--- src/hdl/d2s_pkg.sv ---
package d2s_pkg;

  localparam int unsigned SecW    = 6;
  localparam int unsigned MinW    = 6;
  localparam int unsigned HourW   = 5;
  localparam int unsigned DayW    = 5;
  localparam int unsigned MonthW  = 4;
  localparam int unsigned YearW   = 12;
  localparam int unsigned ResultW = 32;

  localparam int unsigned HmW     = 11;
  localparam int unsigned LeapW   = 10;

  localparam logic [ResultW-1:0] SecPerDay  = 32'd86400;
  localparam logic [ResultW-1:0] SecPerYear = 32'd31536000;
  localparam logic [6:0]         SecPerMin  = 7'd60;
  localparam logic [YearW-1:0]   EpochYear  = 12'd2018;
  localparam logic [LeapW-1:0]   EpochLeaps = 10'd504;
  localparam logic [MonthW-1:0]  MonthFeb   = 4'd2;

  typedef struct packed {
    logic [SecW-1:0]   sec;
    logic [MinW-1:0]   minute;
    logic [HourW-1:0]  hour;
    logic [DayW-1:0]   day;
    logic [MonthW-1:0] month;
    logic [YearW-1:0]  year;
  } date_t;

  function automatic logic [8:0] days_before_month(input logic [MonthW-1:0] month);
    logic [8:0] days;
    unique case (month)
      4'd2:    days = 9'd31;
      4'd3:    days = 9'd59;
      4'd4:    days = 9'd90;
      4'd5:    days = 9'd120;
      4'd6:    days = 9'd151;
      4'd7:    days = 9'd181;
      4'd8:    days = 9'd212;
      4'd9:    days = 9'd243;
      4'd10:   days = 9'd273;
      4'd11:   days = 9'd304;
      4'd12:   days = 9'd334;
      default: days = 9'd0;
    endcase
    return days;
  endfunction

endpackage

--- src/hdl/d2s_if.sv ---
interface d2s_req_if;
  logic                            valid;
  logic                            ready;
  logic [d2s_pkg::SecW-1:0]        sec;
  logic [d2s_pkg::MinW-1:0]        minute;
  logic [d2s_pkg::HourW-1:0]       hour;
  logic [d2s_pkg::DayW-1:0]        day;
  logic [d2s_pkg::MonthW-1:0]      month;
  logic [d2s_pkg::YearW-1:0]       year;

  modport source (output valid, sec, minute, hour, day, month, year, input ready);
  modport sink   (input valid, sec, minute, hour, day, month, year, output ready);
endinterface

interface d2s_res_if;
  logic                            valid;
  logic                            ready;
  logic [d2s_pkg::ResultW-1:0]     seconds_since_epoch;

  modport source (output valid, seconds_since_epoch, input ready);
  modport sink   (input valid, seconds_since_epoch, output ready);
endinterface

--- src/hdl/d2s_core.sv ---
module d2s_core (
  input  logic                        clk_i,
  input  logic                        rst_ni,
  input  logic                        valid_i,
  output logic                        ready_o,
  input  d2s_pkg::date_t              date_i,
  output logic                        valid_o,
  input  logic                        ready_i,
  output logic [d2s_pkg::ResultW-1:0] current_o
);

  // input register
  logic                        v_q;
  d2s_pkg::date_t              date_q;

  logic [d2s_pkg::LeapW-1:0]   leaps;
  logic                        leap_extra;
  logic [d2s_pkg::YearW-1:0]   year_m1;
  logic [d2s_pkg::ResultW-1:0] daycnt;
  logic [d2s_pkg::ResultW-1:0] ydiff;
  logic [d2s_pkg::HmW-1:0]     hm;

  assign ready_o = !v_q || ready_i;
  assign valid_o = v_q;

  always_comb begin
    year_m1    = date_q.year - 12'd1;
    leaps      = (date_q.year <= d2s_pkg::EpochYear) ? '0
               : (year_m1[d2s_pkg::YearW-1:2] - d2s_pkg::EpochLeaps);
    leap_extra = (date_q.year[1:0] == 2'd0) && (date_q.month > d2s_pkg::MonthFeb);
    daycnt     = 32'(date_q.day) - 32'd1
               + 32'(d2s_pkg::days_before_month(date_q.month))
               + 32'(leap_extra) + 32'(leaps);
    ydiff      = 32'(date_q.year) - 32'(d2s_pkg::EpochYear);
    hm         = 11'(date_q.minute) + 11'(date_q.hour * 11'(d2s_pkg::SecPerMin));
    current_o  = 32'(daycnt * d2s_pkg::SecPerDay)
               + 32'(ydiff * d2s_pkg::SecPerYear)
               + 32'(32'(hm) * 32'(d2s_pkg::SecPerMin))
               + 32'(date_q.sec);
  end

  always_ff @(posedge clk_i or negedge rst_ni) begin
    if (!rst_ni) begin
      v_q <= 1'b0;
    end else if (ready_o) begin
      v_q <= valid_i;
    end
  end

  always_ff @(posedge clk_i) begin
    if (ready_o && valid_i) begin
      date_q <= date_i;
    end
  end

endmodule

--- src/hdl/date_to_seconds_since_2018_top.sv ---
// channel | dir | fields
// req_i   | in  | sec, minute, hour, day, month, year
// res_o   | out | seconds_since_epoch
//
// A request is registered in the input register when it is accepted, and its
// result is loaded into the output register once that register can take it.
// One request per cycle sustained while res_o is ready.
// One combinational pass of constant multiplies and the max compare sits
// between the input register and the output register, where the running
// maximum is kept.
// Reset clears both valid flags and the running maximum to zero.
// A stalled result holds the output register, then the input register;
// ready falls only when both are full.
module date_to_seconds_since_2018_top (
  input  logic     clk_i,
  input  logic     rst_ni,
  d2s_req_if.sink  req_i,
  d2s_res_if.source res_o
);

  d2s_pkg::date_t              date;
  logic                        core_valid;
  logic                        core_ready;
  logic [d2s_pkg::ResultW-1:0] current;
  logic                        out_valid_q;
  logic [d2s_pkg::ResultW-1:0] largest_q;

  assign date.sec    = req_i.sec;
  assign date.minute = req_i.minute;
  assign date.hour   = req_i.hour;
  assign date.day    = req_i.day;
  assign date.month  = req_i.month;
  assign date.year   = req_i.year;

  d2s_core u_core (
    .clk_i     (clk_i),
    .rst_ni    (rst_ni),
    .valid_i   (req_i.valid),
    .ready_o   (req_i.ready),
    .date_i    (date),
    .valid_o   (core_valid),
    .ready_i   (core_ready),
    .current_o (current)
  );

  assign core_ready = !out_valid_q || res_o.ready;

  always_ff @(posedge clk_i or negedge rst_ni) begin
    if (!rst_ni) begin
      out_valid_q <= 1'b0;
      largest_q   <= '0;
    end else begin
      if (core_ready) begin
        out_valid_q <= core_valid;
      end
      if (core_ready && core_valid && (current > largest_q)) begin
        largest_q <= current;
      end
    end
  end

  assign res_o.valid               = out_valid_q;
  assign res_o.seconds_since_epoch = largest_q;

endmodule

--- src/flat_wrapper.sv ---
// flat-port wrapper written by rule: the top's interface ports become plain ports
module date_to_seconds_since_2018_top_flat 
  (clk_i, rst_ni, req_i_valid, req_i_sec, req_i_minute, req_i_hour, req_i_day, req_i_month, req_i_year, req_i_ready, res_o_valid, res_o_seconds_since_epoch, res_o_ready);
  d2s_req_if req_i_i ();
  d2s_res_if res_o_i ();
  input  logic clk_i;
  input  logic rst_ni;
  input wire logic [$bits(req_i_i.valid)-1:0] req_i_valid;
  input wire logic [$bits(req_i_i.sec)-1:0] req_i_sec;
  input wire logic [$bits(req_i_i.minute)-1:0] req_i_minute;
  input wire logic [$bits(req_i_i.hour)-1:0] req_i_hour;
  input wire logic [$bits(req_i_i.day)-1:0] req_i_day;
  input wire logic [$bits(req_i_i.month)-1:0] req_i_month;
  input wire logic [$bits(req_i_i.year)-1:0] req_i_year;
  output wire logic [$bits(req_i_i.ready)-1:0] req_i_ready;
  output wire logic [$bits(res_o_i.valid)-1:0] res_o_valid;
  output wire logic [$bits(res_o_i.seconds_since_epoch)-1:0] res_o_seconds_since_epoch;
  input wire logic [$bits(res_o_i.ready)-1:0] res_o_ready;
  assign req_i_i.valid = req_i_valid;
  assign req_i_i.sec = req_i_sec;
  assign req_i_i.minute = req_i_minute;
  assign req_i_i.hour = req_i_hour;
  assign req_i_i.day = req_i_day;
  assign req_i_i.month = req_i_month;
  assign req_i_i.year = req_i_year;
  assign req_i_ready = req_i_i.ready;
  assign res_o_valid = res_o_i.valid;
  assign res_o_seconds_since_epoch = res_o_i.seconds_since_epoch;
  assign res_o_i.ready = res_o_ready;
  date_to_seconds_since_2018_top u_core (.clk_i(clk_i), .rst_ni(rst_ni), .req_i(req_i_i), .res_o(res_o_i));
endmodule
--- config.mk ---
export PLATFORM = sky130hd
export DESIGN_NAME = date_to_seconds_since_2018_top_flat
export DESIGN_NICKNAME = d
export VERILOG_FILES = /design/src/hdl/d2s_pkg.sv /design/src/hdl/d2s_if.sv /design/src/hdl/d2s_core.sv /design/src/hdl/date_to_seconds_since_2018_top.sv /design/src/flat_wrapper.sv
export SDC_FILE = /design/constraint.sdc
export NUM_CORES = 1
export LEC_CHECK = 0
export ABC_AREA = 0
export BUFFER_PORTS_ARGS = -buffer_cell sky130_fd_sc_hd__buf_2
export CAP_MARGIN = 20
export CORE_MARGIN = 5
export CORE_UTILIZATION = 50
export CTS_CLUSTER_DIAMETER = 30
export DETAILED_ROUTE_END_ITERATION = 16
export PLACE_DENSITY = 0.67
export SETUP_SLACK_MARGIN = 0.15
export SLEW_MARGIN = 20
export SYNTH_ARGS = -nofsm -noshare
export SYNTH_HDL_FRONTEND = slang
export SYNTH_SLANG_ARGS = --single-unit
export TNS_END_PERCENT = 30
--- constraint.sdc ---
create_clock -name clk_i -period 15.87 [get_ports clk_i]
set_input_delay 3.174 -clock clk_i [delete_from_list [all_inputs] [get_ports clk_i]]
set_output_delay 3.174 -clock clk_i [all_outputs]
set_load 0.05 [all_outputs]
# Yosys cells after proc, flatten, opt, wreduce, memory -nomap -nowiden
# Memory sizes are Yosys's and may differ from the RTL's. A register that Yosys moved wholly into a read port is not among the register bits.
# Index checks and enable logic that the tools add are counted.
[word_totals]
regBits = 72
latch_bits = 0
ramBits = 0
rom_bits = 144
in_bits = 42
out_inout_bits = 34
elab_cells = 39
mem_count = 1
[op_classes]
n_addsub = 11
multipliers = 4
div = 0
order_cmp = 3
n_eq_ne = 0
n_shift = 0
mux = 2
bitwise_logic = 0
n_reduce_logical = 9
[mem_list]
columns = ["memory", "depth", "width", "rd", "rd_ports_with_merged_regs", "wr", "line", "rtl"]
rows = [
  ["(name not given)", 16, 9, 1, 1, 0, "d2s_pkg.sv:32", "unique case (month)"],
]
[op_table]
columns = ["operator", "n"]
rows = [
  ["32-bit by 17-bit adder with 32-bit output", 1],
  ["32-bit adder", 1],
  ["32-bit by 6-bit adder with 32-bit output", 1],
  ["32-bit greater-than comparator", 1],
  ["32-bit by 10-bit multiplier with 25-bit output, second input constant", 1],
  ["32-bit by 18-bit multiplier with 25-bit output, second input constant", 1],
  ["11-bit by 4-bit multiplier with 15-bit output, second input constant", 1],
  ["12-bit by 11-bit adder with 13-bit output", 1],
  ["12-bit by 11-bit subtractor with 13-bit output, second input constant", 1],
  ["11-bit by 2-bit adder with 12-bit output", 1],
  ["12-bit by 11-bit <= comparator with 1-bit output, second input constant", 1],
  ["12-bit by 1-bit subtractor with 12-bit output, second input constant", 1],
  ["6-bit by 10-bit adder with 11-bit output", 1],
  ["6-bit by 11-bit adder with 11-bit output", 1],
  ["10-bit two-way mux", 1],
  ["10-bit by 9-bit subtractor with 10-bit output, second input constant", 1],
  ["5-bit by 4-bit multiplier with 9-bit output, second input constant", 1],
  ["5-bit by 1-bit subtractor with 6-bit output, second input constant", 1],
  ["4-bit by 2-bit greater-than comparator with 1-bit output, second input constant", 1],
  ["1-bit logical AND", 4],
  ["4-bit two-way mux", 1],
  ["1-bit logical NOT", 2],
  ["2-bit logical NOT", 1],
  ["1-bit logical OR", 2],
]

# Depth between registers and ports, before layout
[depth]
word_depth = 10
ltp_mapped = 53
ltp_nobuf = 52

# Cells and area by module
# From an unflattened synthesis, not the netlist that was laid out.
[unflattened]
cells_unflattened = 1581
area_unflattened_um2 = 14916.8
[modules_own_cells]
columns = ["module", "instances", "cells_per_inst", "area_each_um2", "seq_area_each_um2"]
rows = [
  ["d2s_core", 1, 1397, 12721.0, 1346.3],
  ["date_to_seconds_since_2018_top", 1, 184, 2195.9, 825.8],
]

# Worst setup path before layout
# OpenSTA, ideal clock, no wires.
[synth_timing]
path_kind = "register to register"
start = "reg u_core.u_core.date_q[1] (netlist name)"
end = "reg u_core.largest_q (netlist bit u_core.res_o.seconds_since_epoch[22])"
setup_ps = 125
arrival_time_ps = 11123
t_required_ps = 15745
path_slack_ps = 4622
path_stages_with_launch = 48
path_buffers = 1
period_less_slack_ps = 11248
path_cell_list = "edfxtp_1 -> inv_1 -> ha_1 -> nor3b_2 -> nand2_1 -> o31ai_1 -> nor3_1 -> a31oi_1 -> xor2_1 -> nor2_1 -> fa_1 -> ha_1 -> and3_1 -> a311oi_1 -> o21ai_0 -> a21oi_1 -> xnor2_1 -> inv_1 -> (+12 left out) -> ha_1 -> ha_1 -> inv_1 -> o21ai_0 -> a21oi_1 -> o21ai_0 -> o41ai_1 -> o21ai_0 -> xnor2_2 -> ha_1 -> nand4_1 -> nor4_1 -> o21ai_0 -> a21oi_1 -> or4_1 -> o2111a_1 -> buf_1 -> mux2_2"
[synth_via]
elab_chain_len = 10
word_cells_on_any_way = 16
classes_between = "add/sub: 8; mul: 2; order compare: 2; mux: 1; reduce/logical: 3"
[synth_rtl]
columns = ["item", "line", "rtl"]
rows = [
  ["start, declared", "d2s_core.sv:14", "d2s_pkg::date_t date_q;"],
  ["start signal, assigned", "d2s_core.sv:52", "date_q <= date_i;"],
  ["12-bit by 1-bit subtractor with 12-bit output / 2-bit logical NOT (equally long branches)", "d2s_core.sv:27, d2s_core.sv:30", ""],
  ["10-bit by 9-bit subtractor with 10-bit output / 1-bit logical AND (equally long branches)", "d2s_core.sv:29, d2s_core.sv:30", ""],
  ["10-bit two-way mux / 11-bit by 2-bit adder with 12-bit output (equally long branches)", "d2s_core.sv:28, d2s_core.sv:33", ""],
  ["12-bit by 11-bit adder with 13-bit output", "d2s_core.sv:33", "+ 32'(leap_extra) + 32'(leaps);"],
  ["32-bit by 10-bit multiplier with 25-bit output", "d2s_core.sv:36", "current_o = 32'(daycnt * d2s_pkg::SecPerDay)"],
  ["32-bit adder *", "d2s_core.sv:37", "+ 32'(ydiff * d2s_pkg::SecPerYear)"],
  ["32-bit by 17-bit adder with 32-bit output *", "d2s_core.sv:38", "+ 32'(32'(hm) * 32'(d2s_pkg::SecPerMin))"],
  ["32-bit by 6-bit adder with 32-bit output *", "d2s_core.sv:39", "+ 32'(date_q.sec);"],
  ["via u_core.current (one bit)", "date_to_seconds_since_2018_top.sv:24", "logic [d2s_pkg::ResultW-1:0] current;"],
  ["32-bit greater-than comparator *", "date_to_seconds_since_2018_top.sv:56", "if (core_ready && core_valid && (current > largest_q)) begin"],
  ["1-bit logical AND *", "date_to_seconds_since_2018_top.sv:56", ""],
  ["end signal, assigned", "date_to_seconds_since_2018_top.sv:57", "largest_q <= current;"],
  ["end, declared", "date_to_seconds_since_2018_top.sv:26", "logic [d2s_pkg::ResultW-1:0] largest_q;"],
]
# The timed path passes the listed nets; every way through them passes the cells marked *.
# A chain may end at the register's enable or synchronous reset.

# Worst setup path after layout
[layout_timing]
start = "reg u_core.u_core.date_q[1] (netlist name)"
end = "reg u_core.largest_q (netlist bit u_core.res_o.seconds_since_epoch[13])"
# Same word-level chain as after synthesis.

==> run summary <==
Largest cells by area after synthesis: sky130_fd_sc_hd__ha_1 24%, sky130_fd_sc_hd__fa_1 19%, sky130_fd_sc_hd__inv_1 8.1%, sky130_fd_sc_hd__edfxtp_1 7.8%, sky130_fd_sc_hd__dfrtp_1 5.8%
Critical path's top delay family: adder cells
Kind of path behind the tightest hold check: reg -> reg
Core Box Area: 0.0288 sq mm
Count of max-cap constraint violations: 0
Clock Latency Late Sink: 350 ps
CP Launch Point: u_core.u_core.date_q[1]
Clock transition time at the flip-flop clock pins of the worst setup and hold paths: 70 ps
Number of nets in the layout: 2093
Depth of the worst register-to-register path: 45
Last weighted congestion value of the routability-driven placer: 0.907
Share of synthesized cell area in full adder, half adder and majority cells: 0.436
CP peak stage delay: 580 ps
Hold Vio Cnt, Final: 0
Main combinational cell family by area after synthesis: adder cells
Arr. time, crit path: 12890 ps
Starting utilization of the core area: 0.509
Fraction of final layout cells with drive strength greater than 1: 0.0926
Portion of netlist area occupied by mux cells: 0.0339
Overall via count from detail_route: 10500
Syn Inst Count: 1548
Via count of the first global-routing pass: 10900
Top library cells by usage in the layout, fill and taps aside: 317 x sky130_fd_sc_hd__inv_1, 285 x sky130_fd_sc_hd__ha_1, 141 x sky130_fd_sc_hd__fa_1
Count of yosys warnings during synthesis: 0
Width of the die: 181 um
# diodes: 0
Number of cells in the design after placement: 1998
CTS root buffer: sky130_fd_sc_hd__clkbuf_16
Global routing met3 resource utilization: 0.0257
DPL Wire Length: 26400 um
Synthesis-stage register bit count: 81
Initial antenna violation count: 0
Remaining max-slew budget at the tightest pin: 0.312
Mean area per synthesized cell: 9.46 sq um
Setup slack on the worst flop-to-flop path: 3210 ps
Detailed-route wire length: 30100 um
Final sum of negative setup slack: 0 ps
Post-synthesis async set-or-reset flop share: 0.420
Unrepaired setup endpoints after global routing: false
Yosys cell types: 80
Most congested layer reported by global routing: met2
I/O pin count: 76
Compound-cell area share of the yosys netlist: 0.126
Average routed wire per standard cell: 15.0 um
Post-layout min period: 12660 ps
Final cell utilization of the core: 0.548
# setup viols final: 0
Library cell contributing the largest single delay on the critical path: sky130_fd_sc_hd__fa_1
Combined area of all synthesized cells: 0.0146 sq mm
Crit Path Max Fanout: 25
Area added between synthesis and finish: 7.66%
Fraction of synthesized cell area in xor and xnor cells: 0.0853
Count of unresolved DRC violations after routing: 0
Reg-to-reg startpoint: u_core.u_core.date_q[1]
Post-cts hold buffer count: 0
Wire length of the first global-routing pass: 51400 um
Critical R2R Capture: u_core.res_o.seconds_since_epoch[13]
Buffers and inverters on the worst path: 5
Starting DRC count in detailed routing: 520
Net count of the mapped netlist: 2016
Floorplan die area: 0.0328 sq mm
Most used flip-flop cell after synthesis: sky130_fd_sc_hd__edfxtp_1
Buffers inserted during post-CTS setup optimization: 0
Critical path endpoint category: register
Synth Area in Simple Gates: 0.0836
First drt pass iteration count: 5
Number of synthesized flops with an enable pin: 38
Remaining number of nets flagged by the antenna check after routing: 0
Cell mode on critical path: sky130_fd_sc_hd__ha_1
Largest net degree at the start of global routing: 35
Launching element type of the critical path: register
Count of input and output buffers: 75
Last element of the critical path: u_core.res_o.seconds_since_epoch[13]
Required time of the critical path: 16100 ps
Final period utilization: 0.798
Placement row count: 62
Clock tree from TritonCTS: yes
Leading cell type in the layout, fill and taps excluded: sky130_fd_sc_hd__inv_1
Highest clock rate: 0.0790 GHz
Status: finished, final reports clean
Max Transition Viols Final: 0
Post_cts resized: 0
Total congestion overflow: 0
Share of Yosys cell area claimed by the top area cell type: 0.244
Num Clock Sinks: 81
Buffer depth of the longest clock path: 2
Met2 capacity usage during global routing: 0.320
Met1 track demand over resource: 0.252
Sequential cell area fraction in the yosys report: 0.148
Filler Cell Count: 2612
Deepest level of the CTS H-tree: 3
Pin slew with the least headroom to its limit: 1030 ps
Die Ht: 181 um
Number of cells on the critical path: 45
Setup clock skew after layout: 10.7 ps
Crit path kind: reg -> reg
Library cell with the largest summed area after synthesis: sky130_fd_sc_hd__ha_1
Via density per instance: 5.23
Final cell count without fillers: 2014
All-Layer GR Usage: 0.187
Number of buffers inserted during clock tree synthesis: 9
==> cell families (layout without fill, tap and decap cells) <==
group	count (synthesis)	in the layout
compound gates	284	284
xor+xnor	140	140
fa+ha+maj	426	426
buf+inv	330	412
flops	81	81
mux	45	45
simple gates	242	242
==> metal layers <==
| metal | up-vias | routed length (um) |
|---|---|---|
| li1 | 5309 | - |
| met3 | 32 | 1040 |
| met1 | 5043 | 13900 |
| met2 | 153 | 14800 |
| met5 | - | 0 |
| met4 | 0 | 484 |
==> worst reg2reg max path, delay by kind of cell (launching register included) <==
family                     cells  cell delay, ps
DFF                            1             480
muxes                          1             410
and+or+nand+nor                8            1540
AOI/OAI and AO/OA             16            3930
xor gates and xnor gates       4             920
buffers and inverters          5            1050
adders and majority gates     11            4170
==> stage by stage <==
stage	setup WS [ps]	hold WS, ps	cell area (sq um)
floorplan	4620	458	14600
global placement	3750	495	15500
detailed placement	3380	499	15500
CTS	3290	513	15800
global route	2130	543	15800
finish	3210	508	15800
==> how the worst min path moves through the flow <==
stage | startpoint | to | slack [ps] | cells after the start
final | u_core.u_core.date_q[32] | u_core.res_o.seconds_since_epoch[0] | 510 | 1
after detailed placement | u_core.u_core.date_q[32] | u_core.res_o.seconds_since_epoch[0] | 500 | 1
after floorplan | u_core.u_core.valid_o | u_core.res_o.valid | 460 | 1
after CTS | u_core.u_core.date_q[32] | u_core.res_o.seconds_since_epoch[0] | 510 | 1
after global routing | u_core.u_core.date_q[32] | u_core.res_o.seconds_since_epoch[0] | 540 | 1
after global placement | u_core.res_o.seconds_since_epoch[20] | u_core.res_o.seconds_since_epoch[20] | 490 | 1
==> cell usage after synthesis, drive strengths merged (12+ instances only) <==
master / number
inv: 317
nand2: 60
nand3: 15
o21a: 17
nand4: 12
fa: 141
xnor2: 97
nand2b: 20
a21o: 42
nor2: 64
nor3: 16
a21oi: 85
o21ai: 69
edfxtp: 38
xor2: 42
mux2: 34
ha: 285
dfrtp: 34
nor2b: 21
==> area by class of cell <==
| cell class | instances | area, sq um | share of cell area |
|---|---|---|---|
| Tap cell | 384 | 480 | 0.0305 |
| Timing Repair Buffer | 78 | 398 | 0.0252 |
| Multi-Input combinational cell | 1137 | 11200 | 0.711 |
| Sequential cell | 81 | 2170 | 0.138 |
| Clock inverter | 7 | 77.6 | 0.00492 |
| Inverter | 318 | 1210 | 0.0765 |
| Clock buffer | 9 | 225 | 0.0143 |
Power is left out: the tool's default activity adds up to more than one toggle a clock period on the data nets, which glitch-free logic cannot reach.
